$ cat config.mk
export PLATFORM = sky130hd
export DESIGN_NAME = rle_pixel_run_expander
export DESIGN_NICKNAME = d
export VERILOG_FILES = /design/src/rtl/core/rle_pre_pkg.sv /design/src/rtl/core/rle_pre_ctrl.sv /design/src/rtl/core/rle_pre_dp.sv /design/src/rtl/core/rle_pixel_run_expander.sv
export VERILOG_INCLUDE_DIRS = /design/src /design/src/rtl/core
export SDC_FILE = /design/constraint.sdc
export NUM_CORES = 1
export LEC_CHECK = 0
export BUFFER_PORTS_ARGS = -buffer_cell sky130_fd_sc_hd__buf_2
export CAP_MARGIN = 10
export CORE_ASPECT_RATIO = 1.75
export CORE_UTILIZATION = 40
export CTS_BUF_LIST = sky130_fd_sc_hd__clkbuf_8
export DETAILED_ROUTE_END_ITERATION = 7
export HOLD_SLACK_MARGIN = 0.1
export PLACE_DENSITY_LB_ADDON = 0.25
export SLEW_MARGIN = 10
export SYNTH_ARGS = -nofsm -noshare
export SYNTH_HDL_FRONTEND = slang
export SYNTH_SLANG_ARGS = --single-unit
$ cat constraint.sdc
create_clock -name clock -period 6.25 [get_ports clock]
set_input_delay 0.625 -clock clock [delete_from_list [all_inputs] [get_ports clock]]
set_output_delay 0.625 -clock clock [all_outputs]
set_load 0.02 [all_outputs]
$ cat src/rtl/core/rle_pixel_run_expander_macros.svh
// assertion macros used by the run expander top level
`ifndef RLE_PIXEL_RUN_EXPANDER_MACROS_SVH
`define RLE_PIXEL_RUN_EXPANDER_MACROS_SVH

`ifndef NO_ASSERTIONS

`define RLE_ASSERT_IMPL(label, clk, rst, ante, cons) \
   label: assert property (@(posedge clk) disable iff (rst) (ante) |-> (cons)) \
      else $error("rle expander check failed");

`define RLE_ASSERT_NEXT(label, clk, rst, ante, cons) \
   label: assert property (@(posedge clk) disable iff (rst) (ante) |=> (cons)) \
      else $error("rle expander check failed");

`else

`define RLE_ASSERT_IMPL(label, clk, rst, ante, cons)

`define RLE_ASSERT_NEXT(label, clk, rst, ante, cons)

`endif

`endif

$ cat src/rtl/core/rle_pre_pkg.sv
`timescale 1ns / 1ps

package rle_pre_pkg;

   localparam logic [1:0] FMT_RGB565   = 2'd0;
   localparam logic [1:0] FMT_ARGB8565 = 2'd1;
   localparam logic [1:0] FMT_RGB888   = 2'd2;
   localparam logic [1:0] FMT_ARGB8888 = 2'd3;

   localparam logic CSR_IDX_PIXEL_FORMAT = 1'b0;

   // controller to datapath
   typedef struct packed {
      logic load_byte;
      logic emit_step;
   } rle_pre_cmd_type;

   // datapath to controller
   typedef struct packed {
      logic node_done;
      logic len_nonzero;
      logic run_end;
   } rle_pre_sts_type;

   function automatic logic [2:0] fmt_byte_count(input logic [1:0] fmt);
      logic [2:0] n;
      unique case (fmt)
         FMT_RGB565:   n = 3'd2;
         FMT_ARGB8565: n = 3'd3;
         FMT_RGB888:   n = 3'd3;
         FMT_ARGB8888: n = 3'd4;
         default:      n = 3'd4;
      endcase
      return n;
   endfunction

endpackage

$ cat src/rtl/core/rle_pre_ctrl.sv
`timescale 1ns / 1ps

module rle_pre_ctrl
   import rle_pre_pkg::*;
(
   input  logic            clock,
   input  logic            reset,
   input  logic            req_valid,
   output logic            req_ready,
   output logic            rsp_valid,
   input  logic            rsp_ready,
   input  rle_pre_sts_type sts,
   output rle_pre_cmd_type cmd
);

   typedef enum logic [1:0] {
      ST_GATHER = 2'b01,
      ST_EMIT   = 2'b10
   } state_type;

   state_type state_ff;
   state_type state_in;

   assign req_ready     = (state_ff == ST_GATHER);
   assign rsp_valid     = (state_ff == ST_EMIT);
   assign cmd.load_byte = req_valid & req_ready;
   assign cmd.emit_step = rsp_valid & rsp_ready;

   always_comb begin
      state_in = state_ff;
      unique case (state_ff)
         ST_GATHER: begin
            // zero length nodes are swallowed without a word
            if (cmd.load_byte && sts.node_done && sts.len_nonzero) begin
               state_in = ST_EMIT;
            end
         end
         ST_EMIT: begin
            if (cmd.emit_step && sts.run_end) begin
               state_in = ST_GATHER;
            end
         end
         default: state_in = ST_GATHER;
      endcase
   end

   always_ff @(posedge clock) begin
      if (reset) begin
         state_ff <= ST_GATHER;
      end else begin
         state_ff <= state_in;
      end
   end

endmodule

$ cat src/rtl/core/rle_pre_dp.sv
`timescale 1ns / 1ps

module rle_pre_dp
   import rle_pre_pkg::*;
#(
   parameter int PIXEL_LANES = 4
) (
   input  logic            clock,
   input  logic            reset,
   input  rle_pre_cmd_type cmd,
   output rle_pre_sts_type sts,
   input  logic [7:0]      req_stream_byte,
   input  logic            cfg_we,
   input  logic [1:0]      cfg_wdata,
   output logic [1:0]      pixel_format,
   output logic [31:0]     rsp_pixel_lane0,
   output logic [31:0]     rsp_pixel_lane1,
   output logic [31:0]     rsp_pixel_lane2,
   output logic [31:0]     rsp_pixel_lane3,
   output logic [2:0]      rsp_lanes_valid,
   output logic            rsp_run_last
);

   localparam logic [7:0] LANES_B = 8'(PIXEL_LANES);

   logic [2:0]  byte_idx_ff, byte_idx_in;
   logic [7:0]  run_len_ff, run_len_in;
   logic [31:0] acc_ff, acc_in;
   logic [1:0]  fmt_ff;
   logic [1:0]  pos;
   logic [7:0]  group;

   assign pos          = 2'(byte_idx_ff - 3'd1);
   assign group        = sts.run_end ? run_len_ff : LANES_B;
   assign pixel_format = fmt_ff;

   // node completes once the byte count of the current format is reached
   assign sts.node_done   = (byte_idx_ff != 3'd0) && (byte_idx_ff >= fmt_byte_count(fmt_ff));
   assign sts.len_nonzero = (run_len_ff != 8'd0);
   assign sts.run_end     = (run_len_ff <= LANES_B);

   assign rsp_pixel_lane0 = (group > 8'd0) ? acc_ff : 32'd0;
   assign rsp_pixel_lane1 = (group > 8'd1) ? acc_ff : 32'd0;
   assign rsp_pixel_lane2 = (group > 8'd2) ? acc_ff : 32'd0;
   assign rsp_pixel_lane3 = (group > 8'd3) ? acc_ff : 32'd0;
   assign rsp_lanes_valid = group[2:0];
   assign rsp_run_last    = sts.run_end;

   always_comb begin
      byte_idx_in = byte_idx_ff;
      run_len_in  = run_len_ff;
      acc_in      = acc_ff;
      if (cmd.load_byte) begin
         if (byte_idx_ff == 3'd0) begin
            run_len_in  = req_stream_byte;
            acc_in      = 32'd0;
            byte_idx_in = 3'd1;
         end else begin
            acc_in      = acc_ff | (32'(req_stream_byte) << {pos, 3'b000});
            byte_idx_in = sts.node_done ? 3'd0 : byte_idx_ff + 3'd1;
         end
      end else if (cmd.emit_step) begin
         run_len_in = run_len_ff - group;
      end
   end

   always_ff @(posedge clock) begin
      if (reset) begin
         byte_idx_ff <= 3'd0;
         run_len_ff  <= 8'd0;
         acc_ff      <= 32'd0;
         fmt_ff      <= FMT_RGB565;
      end else begin
         byte_idx_ff <= byte_idx_in;
         run_len_ff  <= run_len_in;
         acc_ff      <= acc_in;
         if (cfg_we) begin
            fmt_ff <= cfg_wdata;
         end
      end
   end

endmodule

$ cat src/rtl/core/rle_pixel_run_expander.sv
`timescale 1ns / 1ps
`include "rle_pixel_run_expander_macros.svh"

// Run-length pixel expander: takes a node stream one byte per word, each node a
// length byte then 2, 3, 3 or 4 pixel bytes (least significant first) as set by
// pixel_format at byte address 0 (0 rgb565, 1 argb8565, 2 rgb888, 3 argb8888).
// Bytes are taken at one per cycle while a node gathers. When the last pixel
// byte arrives the controller stops taking bytes and sends the pixel in groups
// of PIXEL_LANES, one word per cycle as the sink accepts; the controller holds
// off the input while a run goes out. A zero length sends nothing. Unused
// lanes read zero; lanes_valid is the group size taken modulo 8.

module rle_pixel_run_expander
   import rle_pre_pkg::*;
#(
   parameter int PIXEL_LANES = 4
) (
   input  logic        clock,
   input  logic        reset,
   input  logic        req_valid,
   output logic        req_ready,
   input  logic [7:0]  req_stream_byte,
   output logic        rsp_valid,
   input  logic        rsp_ready,
   output logic [31:0] rsp_pixel_lane0,
   output logic [31:0] rsp_pixel_lane1,
   output logic [31:0] rsp_pixel_lane2,
   output logic [31:0] rsp_pixel_lane3,
   output logic [2:0]  rsp_lanes_valid,
   output logic        rsp_run_last,
   input  logic        csr_psel,
   input  logic        csr_penable,
   input  logic        csr_pwrite,
   input  logic [2:0]  csr_paddr,
   input  logic [31:0] csr_pwdata,
   output logic [31:0] csr_prdata,
   output logic        csr_pready
);

   rle_pre_cmd_type cmd;
   rle_pre_sts_type sts;
   logic            cfg_we;
   logic [1:0]      pixel_format;

   assign csr_pready = 1'b1;
   assign cfg_we     = csr_psel & csr_penable & csr_pwrite & csr_pready
                       & (csr_paddr[2] == CSR_IDX_PIXEL_FORMAT);
   assign csr_prdata = (csr_paddr[2] == CSR_IDX_PIXEL_FORMAT)
                       ? {30'd0, pixel_format} : 32'd0;

   rle_pre_ctrl u_ctrl (
      .clock     (clock),
      .reset     (reset),
      .req_valid (req_valid),
      .req_ready (req_ready),
      .rsp_valid (rsp_valid),
      .rsp_ready (rsp_ready),
      .sts       (sts),
      .cmd       (cmd)
   );

   rle_pre_dp #(
      .PIXEL_LANES (PIXEL_LANES)
   ) u_dp (
      .clock           (clock),
      .reset           (reset),
      .cmd             (cmd),
      .sts             (sts),
      .req_stream_byte (req_stream_byte),
      .cfg_we          (cfg_we),
      .cfg_wdata       (csr_pwdata[1:0]),
      .pixel_format    (pixel_format),
      .rsp_pixel_lane0 (rsp_pixel_lane0),
      .rsp_pixel_lane1 (rsp_pixel_lane1),
      .rsp_pixel_lane2 (rsp_pixel_lane2),
      .rsp_pixel_lane3 (rsp_pixel_lane3),
      .rsp_lanes_valid (rsp_lanes_valid),
      .rsp_run_last    (rsp_run_last)
   );

   // no byte taken while a run is going out
   `RLE_ASSERT_IMPL(a_no_overlap, clock, reset, rsp_valid, !req_ready)
   // a run keeps sending until its flagged word
   `RLE_ASSERT_NEXT(a_run_continues, clock, reset,
      rsp_valid && rsp_ready && !rsp_run_last, rsp_valid)
   // after the flagged word the block goes back to taking bytes
   `RLE_ASSERT_NEXT(a_run_ends, clock, reset,
      rsp_valid && rsp_ready && rsp_run_last, !rsp_valid && req_ready)

endmodule

==> results of run 1 <==
per-layer routing:
metal | track usage, % | vias to the layer above | share of wire [%] | wire (um)
met1 | 24.20 | 1431 | 39 | 3317
met3 | 2.395 | 12 | 5.6 | 477
met4 | 8.163 | 0 | 2.3 | 199
met5 | 0 | - | 0 | 0
met2 | 37.68 | 141 | 53 | 4565
li1 | - | 1547 | - | -
worst max-delay path: stages (launching register included):
cell     delay [ns]
dfxtp_1        0.39
or4_1          0.55
or3_4          0.52
nor3_4         0.23
buf_4          0.37
nor2b_1        0.09
buf_2          0.17
per-stage QoR:
stage                     total power, mW  instances  hold WS [ns]  util [%]
after global routing               0.8484        636        0.5619     51.26
after global placement             0.6071        628        0.4867     49.95
final                              0.7976        636        0.5231     51.26
after floorplan                    0.5630        441        0.4701         -
after detailed placement           0.6119        628        0.5069     49.95
after CTS                          0.8064        636        0.5201     51.26
path summary, 6_finish.rpt:
path / startpoint / endpoint / slack (ns) / cells past startpoint
hold reg to reg: u_dp.acc_ff[0] / u_dp.acc_ff[0] / 0.52 / 2
setup / recovery: u_dp.run_len_ff[3] / rsp_pixel_lane0[10] / 2.98 / 6
hold / removal: u_dp.acc_ff[0] / u_dp.acc_ff[0] / 0.52 / 2
setup reg to reg: u_dp.run_len_ff[3] / u_dp.run_len_ff[4] / 3.23 / 8
cell usage in the layout, fill, tap and decap left out, types with 2 or more instances in the layout:
cell / Yosys / final
conb_1: 2 / 32
a211oi_1: 2 / 2
nand3_1: 2 / 2
buf_2: 7 / 153
ha_1: 8 / 8
nor2_1: 44 / 43
nor2b_1: 71 / 71
and3_1: 3 / 3
a21o_1: 2 / 2
a31oi_1: 3 / 3
o21a_1: 2 / 2
nand3b_1: 2 / 2
nand2_1: 12 / 12
buf_4: 31 / 2
nand2b_1: 3 / 3
mux2i_1: 2 / 2
clkbuf_8: 0 / 6
dfxtp_1: 47 / 47
nand4b_1: 2 / 2
and2_1: 64 / 64
a21oi_1: 42 / 42
o21ai_0: 9 / 9
inv_1: 6 / 6
a311oi_1: 2 / 2
nor3_1: 6 / 6
cell type report:
class                   instances  area [um^2]  area share (%)
clock buffers                   6        82.58           2.129
clock inverters                 2        16.27          0.4194
inverters                       6        22.52          0.5806
flip-flops and latches         47        940.9           24.26
well taps                      88        110.1           2.839
multi-input cells             332         1926           49.65
repair buffers                155        780.7           20.13
report_power, final:
part           switching [mW]  leakage [nW]  internal [mW]
clock network           0.104        0.0474         0.0904
registers              0.0200         0.382          0.313
logic                   0.191          1.67         0.0790
cell families (layout without fill, tap and decap cells):
kind of cell	after synthesis	after routing	share of synthesized area [%]
and+or+nand+nor	217	217	39.42
adders and majority gates	8	8	3.189
other	2	32	0.2392
DFF	47	47	29.97
AOI/OAI and AO/OA	73	73	14.19
muxes	2	2	0.6377
buffers and inverters	62	169	12.36
state kept, by name (all words and copies together), names as in the netlist:
name               cells
u_dp.run_len_ff        8
u_dp.byte_idx_ff       3
u_dp.pixel_format      2
u_ctrl.state_ff        2
u_dp.acc_ff           32
==> flow_metrics.py, run 1 <==
metrics = {
    "outcome": {
        "status": "finished clean",
    },
    "floorplanning": {
        "num_rows": 42,
        "core-area_um2": 7567,
        "io-pin-count": 217,
        "die_w_um": 68.97,
        "die_y_um": 119.2,
        "initial_core_util_pct": 41.48,
        "die_area_um2": 8220,
    },
    "clock_tree": {
        "postCtsSetupBuffers": 0,
        "cts_hold_buffers": 0,
        "root_buffer": "clkbuf_8",
        "cts_buffer_depth": 2,
        "cts_tree": "yes",
        "cts_resized": 0,
        "clkSinkCount": 47,
        "cts.clk_slew.worst_paths_ns": 0.09,
        "cts_inserted_buffers": 5,
        "clk_latency_ns": 0.30,
        "htreeDepth": 2,
    },
    "worst_setup_path": {
        "worstPathRequired_ns": 5.62,
        "worstSetupEndpointType": "output port",
        "cp-start-kind": "flop",
        "path_max_fanout": 39,
        "arrival_ns": 2.64,
        "path_class": "reg -> out",
    },
    "sta": {
        "clock_skew_ns": 0.002231,
        "finalHoldViolations": 0,
        "period_needed_ns": 3.265,
        "rsz0062_at_grt": "false",
        "finalCritPeriodShare_pct": 52.25,
        "setup_ws_ns": 2.985,
        "relSlewSlack_pct": 45.03,
        "tightest_slew_ns": 0.8182,
        "fmax_ghz": 0.3062,
        "maxSlewViolCount": 0,
        "finalSetupViolCount": 0,
        "tns_ns": 0,
    },
    "finish": {
        "drive_above_1_share_pct": 31.02,
        "syn_to_final_growth_pct": 23.56,
        "nets": 605,
        "num-fill-cells": 791,
        "final_area_um2": 3879,
        "antenna-diode-count": 0,
    },
    "yosys": {
        "yosys.area.top_type_share_pct": 29.97,
        "synthTopCellsByCount": "71 x nor2b_1, 64 x and2_1, 47 x dfxtp_1, 44 x nor2_1, 42 x a21oi_1",
        "synth_top_cell_by_area": "dfxtp_1",
        "yosysMostFrequentCell": "nor2b_1",
        "synth_cells": 411,
        "synth_area_um2": 3139,
        "ys_types": 46,
        "yosys_warnings": 0,
        "post_synth.cell_area_avg_um2": 7.638,
        "synth-seq-cells": 47,
        "synth_area_leaders": "dfxtp_1 30%, nor2b_1 14%, and2_1 13%",
        "async_flop_share_pct": 0,
        "synth_flop_cell": "dfxtp_1",
        "ys_seq_area_share_pct": 29.97,
        "synth_edf_count": 0,
    },
    "drt": {
        "detail_route.first_pass.iterations": 4,
        "viasPerCell": 4.923,
        "wirelength_um": 8559,
        "wl_per_cell_um": 13.46,
        "route.vias.total": 3131,
        "ant_nets": 0,
        "first_iter_violations": 162,
        "drc": 0,
    },
    "place": {
        "dp_hpwl_um": 6343,
        "place_ws_ns": 3.265,
        "io_buffer_count": 153,
        "place_area_um2": 3780,
        "place.gp.congestion": 0.7753,
    },
    "global_route": {
        "grt.total_usage_pct": 21.10,
        "grt_pass1_wl_um": 13100,
        "antenna_found_initial": 0,
        "grt_max_degree": 40,
        "grt_overflow": 0,
        "grt_pass1_vias": 2574,
    },
    "run": {
        "cap_violations": 0,
    },
    "power": {
        "power.density_nw_per_um2": 205.6,
        "p_leak_nw": 2.096,
        "irDropWorstVdd_mv": 0.1682,
    },
    "worst_hold_path": {
        "hold_class": "reg -> reg",
    },
}
(Power assumes the default switching activity.)
==> run 2: changes to the inputs <==
- clock period: 6.25 -> 3.2 ns (I/O delays scaled with it)
==> run 2 against run 1 <==
  * Critical path depth grew 1
  * Clock skew grew 0.0011 ns
  * Combinational power grew 99%
  * Count of clock-buffer cells in the layout shrank 1
  * Final area grew 0.55%
  * Routed wire length shrank 0.53%
  * Non-clock buffer count grew 1
  * Sequential cell count is the same
  * Power grew 100%
  * Critical path type unchanged
==> flow_metrics.py, run 2 (synthesis gave the netlist of run 1 again) <==
metrics = {
    "outcome": {
        "status": "finished clean",
    },
    "worst_setup_path": {
        "worstSetupEndpointType": "output port",
        "rr_worst_depth": 8,
        "path_max_fanout": 38,
        "reg2reg_from": "u_dp.run_len_ff[3]",
        "r2r_setup_slack_ns": 0.43,
        "worstPathRequired_ns": 2.88,
        "cp-start-kind": "flop",
        "arrival_ns": 2.72,
        "rr_endpoint": "u_dp.run_len_ff[4]",
        "path_class": "reg -> out",
    },
    "clock_tree": {
        "cts_resized": 0,
        "postCtsSetupBuffers": 0,
        "cts_buffer_depth": 2,
        "cts_hold_buffers": 0,
        "cts_tree": "yes",
        "root_buffer": "clkbuf_8",
        "htreeDepth": 2,
        "cts.clk_slew.worst_paths_ns": 0.08,
        "cts_inserted_buffers": 5,
        "clkSinkCount": 47,
        "clk_latency_ns": 0.30,
    },
    "power": {
        "pwr-share-comb_pct": 33.2,
        "switching_share_pct": 38.11,
        "share_seq_of_total_power_pct": 40.1,
        "p_int_mw": 1.001,
        "p_clk_share_pct": 26.7,
        "switchingPower_uw": 616.6,
        "p_leak_nw": 2.111,
        "irDropWorstVdd_mv": 0.2515,
        "power.density_nw_per_um2": 414.8,
    },
    "sta": {
        "tns_ns": 0,
        "finalCritPeriodShare_pct": 95.05,
        "maxSlewViolCount": 0,
        "rsz0062_at_grt": "false",
        "finalHoldViolations": 0,
        "setup_ws_ns": 0.1583,
        "finalSetupViolCount": 0,
        "tightest_slew_ns": 0.8798,
        "fmax_ghz": 0.3288,
        "period_needed_ns": 3.042,
        "clock_skew_ns": 0.003380,
        "relSlewSlack_pct": 40.89,
    },
    "finish": {
        "final_area_um2": 3900,
        "antenna-diode-count": 0,
        "top_regs": "u_dp.acc_ff x32, u_dp.run_len_ff x8, u_dp.byte_idx_ff x3",
        "nets": 606,
        "drive_above_1_share_pct": 31.15,
        "largest_register_ffs": 32,
        "mostFrequentLayoutCells": "153 x buf_2, 71 x nor2b_1, 64 x and2_1",
        "final_cells": 637,
        "largest_register": "u_dp.acc_ff",
        "mostFrequentLayoutCell": "buf_2",
        "syn_to_final_growth_pct": 24.23,
    },
    "drt": {
        "viasPerCell": 4.912,
        "drc": 0,
        "wirelength_um": 8514,
        "route.vias.total": 3129,
        "first_iter_violations": 121,
        "wl_per_cell_um": 13.37,
        "ant_nets": 0,
        "detail_route.first_pass.iterations": 4,
    },
    "floorplanning": {
        "die_w_um": 68.97,
        "io-pin-count": 217,
        "die_y_um": 119.2,
        "initial_core_util_pct": 41.48,
        "num_rows": 42,
        "die_area_um2": 8220,
        "core-area_um2": 7567,
    },
    "global_route": {
        "use_met1_pct": 22.98,
        "grt_pass1_wl_um": 12920,
        "grt_use_met2_pct": 37.74,
        "grt_pass1_vias": 2626,
        "grt_max_degree": 39,
        "grt_overflow": 0,
        "use_met3_pct": 3.352,
        "antenna_found_initial": 0,
        "grt.total_usage_pct": 20.85,
        "busiest_layer": "met2",
    },
    "worst_hold_path": {
        "holdPathEnd": "u_dp.pixel_format[1]",
        "hold_path_startpoint": "csr_pwdata[1]",
        "hold_class": "in -> reg",
        "hold_path_depth": 3,
    },
    "place": {
        "io_buffer_count": 153,
        "place_ws_ns": 0.4736,
        "place_area_um2": 3787,
        "dp_hpwl_um": 6234,
        "place.gp.congestion": 0.7628,
        "dp_cells": 629,
    },
    "run": {
        "cap_violations": 0,
    },
}
run 2: worst max-delay path: stages, from the launching register on:
cell     delay, ns
dfxtp_1       0.38
or4_1         0.57
or3_4         0.35
buf_4         0.25
nor3_4        0.22
buf_4         0.39
nor2b_1       0.10
buf_2         0.17
run 2: final cells by class:
class,count,area (um^2)
fillers,787,3667
multi-input cells,332,1926
flip-flops and latches,47,940.9
repair buffers,156,788.3
well taps,88,110.1
clock buffers,5,68.82
clock inverters,3,43.79
inverters,6,22.52
run 2: layer usage:
layer | up-vias | wire length, um
li1 | 1554 | -
met1 | 1441 | 3364
met2 | 121 | 4532
met3 | 13 | 429
met4 | 0 | 187
met5 | - | 0
run 2: worst max path at each step:
stage | from | to | slack (ns) | cells past startpoint
after global routing | u_dp.run_len_ff[4] | rsp_pixel_lane0[24] | 0.02 | 7
after floorplan | u_dp.run_len_ff[4] | u_dp.run_len_ff[4] | 0.11 | 11
after detailed placement | u_dp.run_len_ff[3] | u_dp.run_len_ff[4] | 0.47 | 8
after global placement | u_dp.run_len_ff[3] | u_dp.run_len_ff[4] | 0.50 | 8
after CTS | u_dp.run_len_ff[3] | rsp_pixel_lane0[19] | 0.15 | 7
final | u_dp.run_len_ff[3] | rsp_pixel_lane0[19] | 0.16 | 7
run 2: power by group through the flow:
| stage | combinational [mW] | clock, mW | sequential [mW] |
|---|---|---|---|
| 6_report | 0.536 | 0.432 | 0.649 |
| 5_1_grt | 0.592 | 0.479 | 0.655 |
| 4_1_cts | 0.541 | 0.445 | 0.649 |
| 3_5_place_dp | 0.539 | 0 | 0.663 |
| 3_3_place_gp | 0.525 | 0 | 0.661 |
| 2_1_floorplan | 0.456 | 0 | 0.643 |
run 2: stage by stage:
stage          hold WS, ns  power, mW  utilization, %
2_1_floorplan       0.4560      1.100               -
3_3_place_gp        0.4869      1.186           50.05
3_5_place_dp        0.5047      1.202           50.05
4_1_cts             0.2497      1.635           51.54
5_1_grt             0.2851      1.726           51.54
6_report            0.2566      1.618           51.54
==> run 3: changes to the inputs <==
- CORE_UTILIZATION: 40 -> 43
- SETUP_SLACK_MARGIN: not set -> 0.2
- SKIP_CTS_REPAIR_TIMING: not set -> 1
==> run 3 against run 2 <==
  * Utilization increased by 5.5 points
  * Maximum frequency increased by 5.4%
  * Critical path depth increased by 1
  * Register-to-register slack got worse by 0.02 ns
  * Sequential share of layout area shrank 0.43 points
  * Largest cell class unchanged
==> flow_metrics.py, run 3 (synthesis gave the netlist of run 1 again) <==
metrics = {
    "global_route": {
        "grt_max_degree": 39,
        "grt_pass1_vias": 2512,
        "antenna_found_initial": 0,
        "grt_overflow": 0,
        "grt.total_usage_pct": 21.74,
        "grt_pass1_wl_um": 12740,
    },
    "clock_tree": {
        "root_buffer": "clkbuf_8",
        "clkSinkCount": 47,
        "clk_latency_ns": 0.29,
        "htreeDepth": 2,
        "cts_buffer_depth": 2,
        "cts.clk_slew.worst_paths_ns": 0.09,
        "cts_inserted_buffers": 5,
        "cts_tree": "yes",
    },
    "drt": {
        "viasPerCell": 4.967,
        "first_iter_violations": 139,
        "drc": 0,
        "detail_route.first_pass.iterations": 4,
        "ant_nets": 0,
        "wl_per_cell_um": 13.73,
        "route.vias.total": 3169,
        "wirelength_um": 8761,
    },
    "finish": {
        "drive_above_1_share_pct": 31.77,
        "mostFrequentLayoutCell": "buf_2",
        "seq_area_um2": 940.9,
        "syn_to_final_growth_pct": 26.46,
        "mostFrequentLayoutCells": "153 x buf_2, 71 x nor2b_1, 64 x and2_1",
        "largest_register_ffs": 32,
        "antenna-diode-count": 0,
        "final_area_um2": 3970,
        "nets": 611,
        "multi_input_area_um2": 1926,
        "largest_register": "u_dp.acc_ff",
        "top_regs": "u_dp.acc_ff x32, u_dp.run_len_ff x8, u_dp.byte_idx_ff x3",
        "num-fill-cells": 649,
    },
    "sta": {
        "tns_ns": 0,
        "finalCritPeriodShare_pct": 90.15,
        "clock_skew_ns": 0.006139,
        "finalSetupViolCount": 0,
        "fmax_ghz": 0.3467,
        "period_needed_ns": 2.885,
        "maxSlewViolCount": 0,
        "relSlewSlack_pct": 44.26,
        "tightest_slew_ns": 0.8297,
        "finalHoldViolations": 0,
        "rsz0062_at_grt": "false",
    },
    "place": {
        "place_area_um2": 3790,
        "dp_hpwl_um": 6242,
        "place.gp.congestion": 0.7788,
        "io_buffer_count": 153,
    },
    "worst_setup_path": {
        "worstPathRequired_ns": 2.88,
        "arrival_ns": 2.56,
        "r2r_setup_slack_ns": 0.41,
        "reg2reg_from": "u_dp.run_len_ff[3]",
        "worstSetupEndpointType": "output port",
        "cp-start-kind": "flop",
        "rr_endpoint": "u_dp.run_len_ff[4]",
        "path_class": "reg -> out",
        "rr_worst_depth": 8,
        "path_max_fanout": 38,
    },
    "floorplanning": {
        "die_y_um": 115.0,
        "io-pin-count": 217,
        "core-area_um2": 6957,
        "num_rows": 40,
        "die_w_um": 66.59,
        "initial_core_util_pct": 45.13,
        "die_area_um2": 7660,
    },
    "power": {
        "power.density_nw_per_um2": 422.1,
        "irDropWorstVdd_mv": 0.2770,
        "p_leak_nw": 2.150,
    },
    "worst_hold_path": {
        "hold_class": "in -> reg",
        "holdPathEnd": "u_dp.pixel_format[0]",
        "hold_path_startpoint": "csr_pwdata[0]",
        "hold_path_depth": 3,
    },
    "run": {
        "cap_violations": 0,
    },
    "outcome": {
        "status": "finished clean",
    },
}
## run 3: metrics by stage
| step | cells | setup WS, ns | power (mW) | util, % | hold slack (ns) |
|---|---|---|---|---|---|
| after CTS | 634 | 0.1611 | 1.636 | 56.10 | 0.2464 |
| after floorplan | 441 | 0.2007 | 1.102 | - | 0.4560 |
| after global routing | 638 | 0.2102 | 1.765 | 57.07 | 0.2709 |
| after detailed placement | 626 | 0.4819 | 1.203 | 54.48 | 0.5021 |
| final | 638 | 0.3153 | 1.676 | 57.07 | 0.2519 |
| after global placement | 626 | 0.5097 | 1.194 | 54.48 | 0.4894 |
## run 3: worst max-delay path by stage
stage,endpoint,cells past startpoint,from,slack [ns]
2_1_floorplan,u_dp.run_len_ff[4],11,u_dp.run_len_ff[4],0.20
3_5_place_dp,u_dp.run_len_ff[4],8,u_dp.run_len_ff[3],0.48
5_1_grt,rsp_pixel_lane0[9],8,u_dp.run_len_ff[4],0.21
3_3_place_gp,u_dp.run_len_ff[4],8,u_dp.run_len_ff[4],0.51
6_report,rsp_pixel_lane0[9],8,u_dp.run_len_ff[3],0.32
4_1_cts,rsp_pixel_lane0[14],7,u_dp.run_len_ff[3],0.16
## run 3: cell type report
| type | instances | area share, % |
|---|---|---|
| clock buffers | 5 | 1.733 |
| clock inverters | 3 | 1.103 |
| inverters | 6 | 0.5673 |
| multi-input cells | 332 | 48.50 |
| flip-flops and latches | 47 | 23.70 |
| well taps | 84 | 2.647 |
| repair buffers | 161 | 21.75 |
## run 3: critical path: stages, from the launching register on
cell       delay, ns
dfxtp_1         0.38
or4_1           0.56
or3_4           0.36
buf_6           0.21
nor3_4          0.23
buf_4           0.16
clkbuf_16       0.17
nor2b_1         0.05
buf_2           0.15
## run 3: routing by layer
layer,GRT usage (%),up-vias,share of wire (%)
li1,-,1565,-
met1,23.72,1463,38
met2,41.82,135,54
met3,2.778,6,6.6
met4,6.383,0,1.2
met5,0,-,0
## run 3: power breakdown
| group | total (mW) | internal (mW) | switching (mW) | leakage (nW) |
|---|---|---|---|---|
| Combinational | 0.596 | 0.201 | 0.395 | 1.71 |
| Clock | 0.431 | 0.233 | 0.198 | 0.0581 |
| Sequential | 0.649 | 0.611 | 0.0377 | 0.382 |
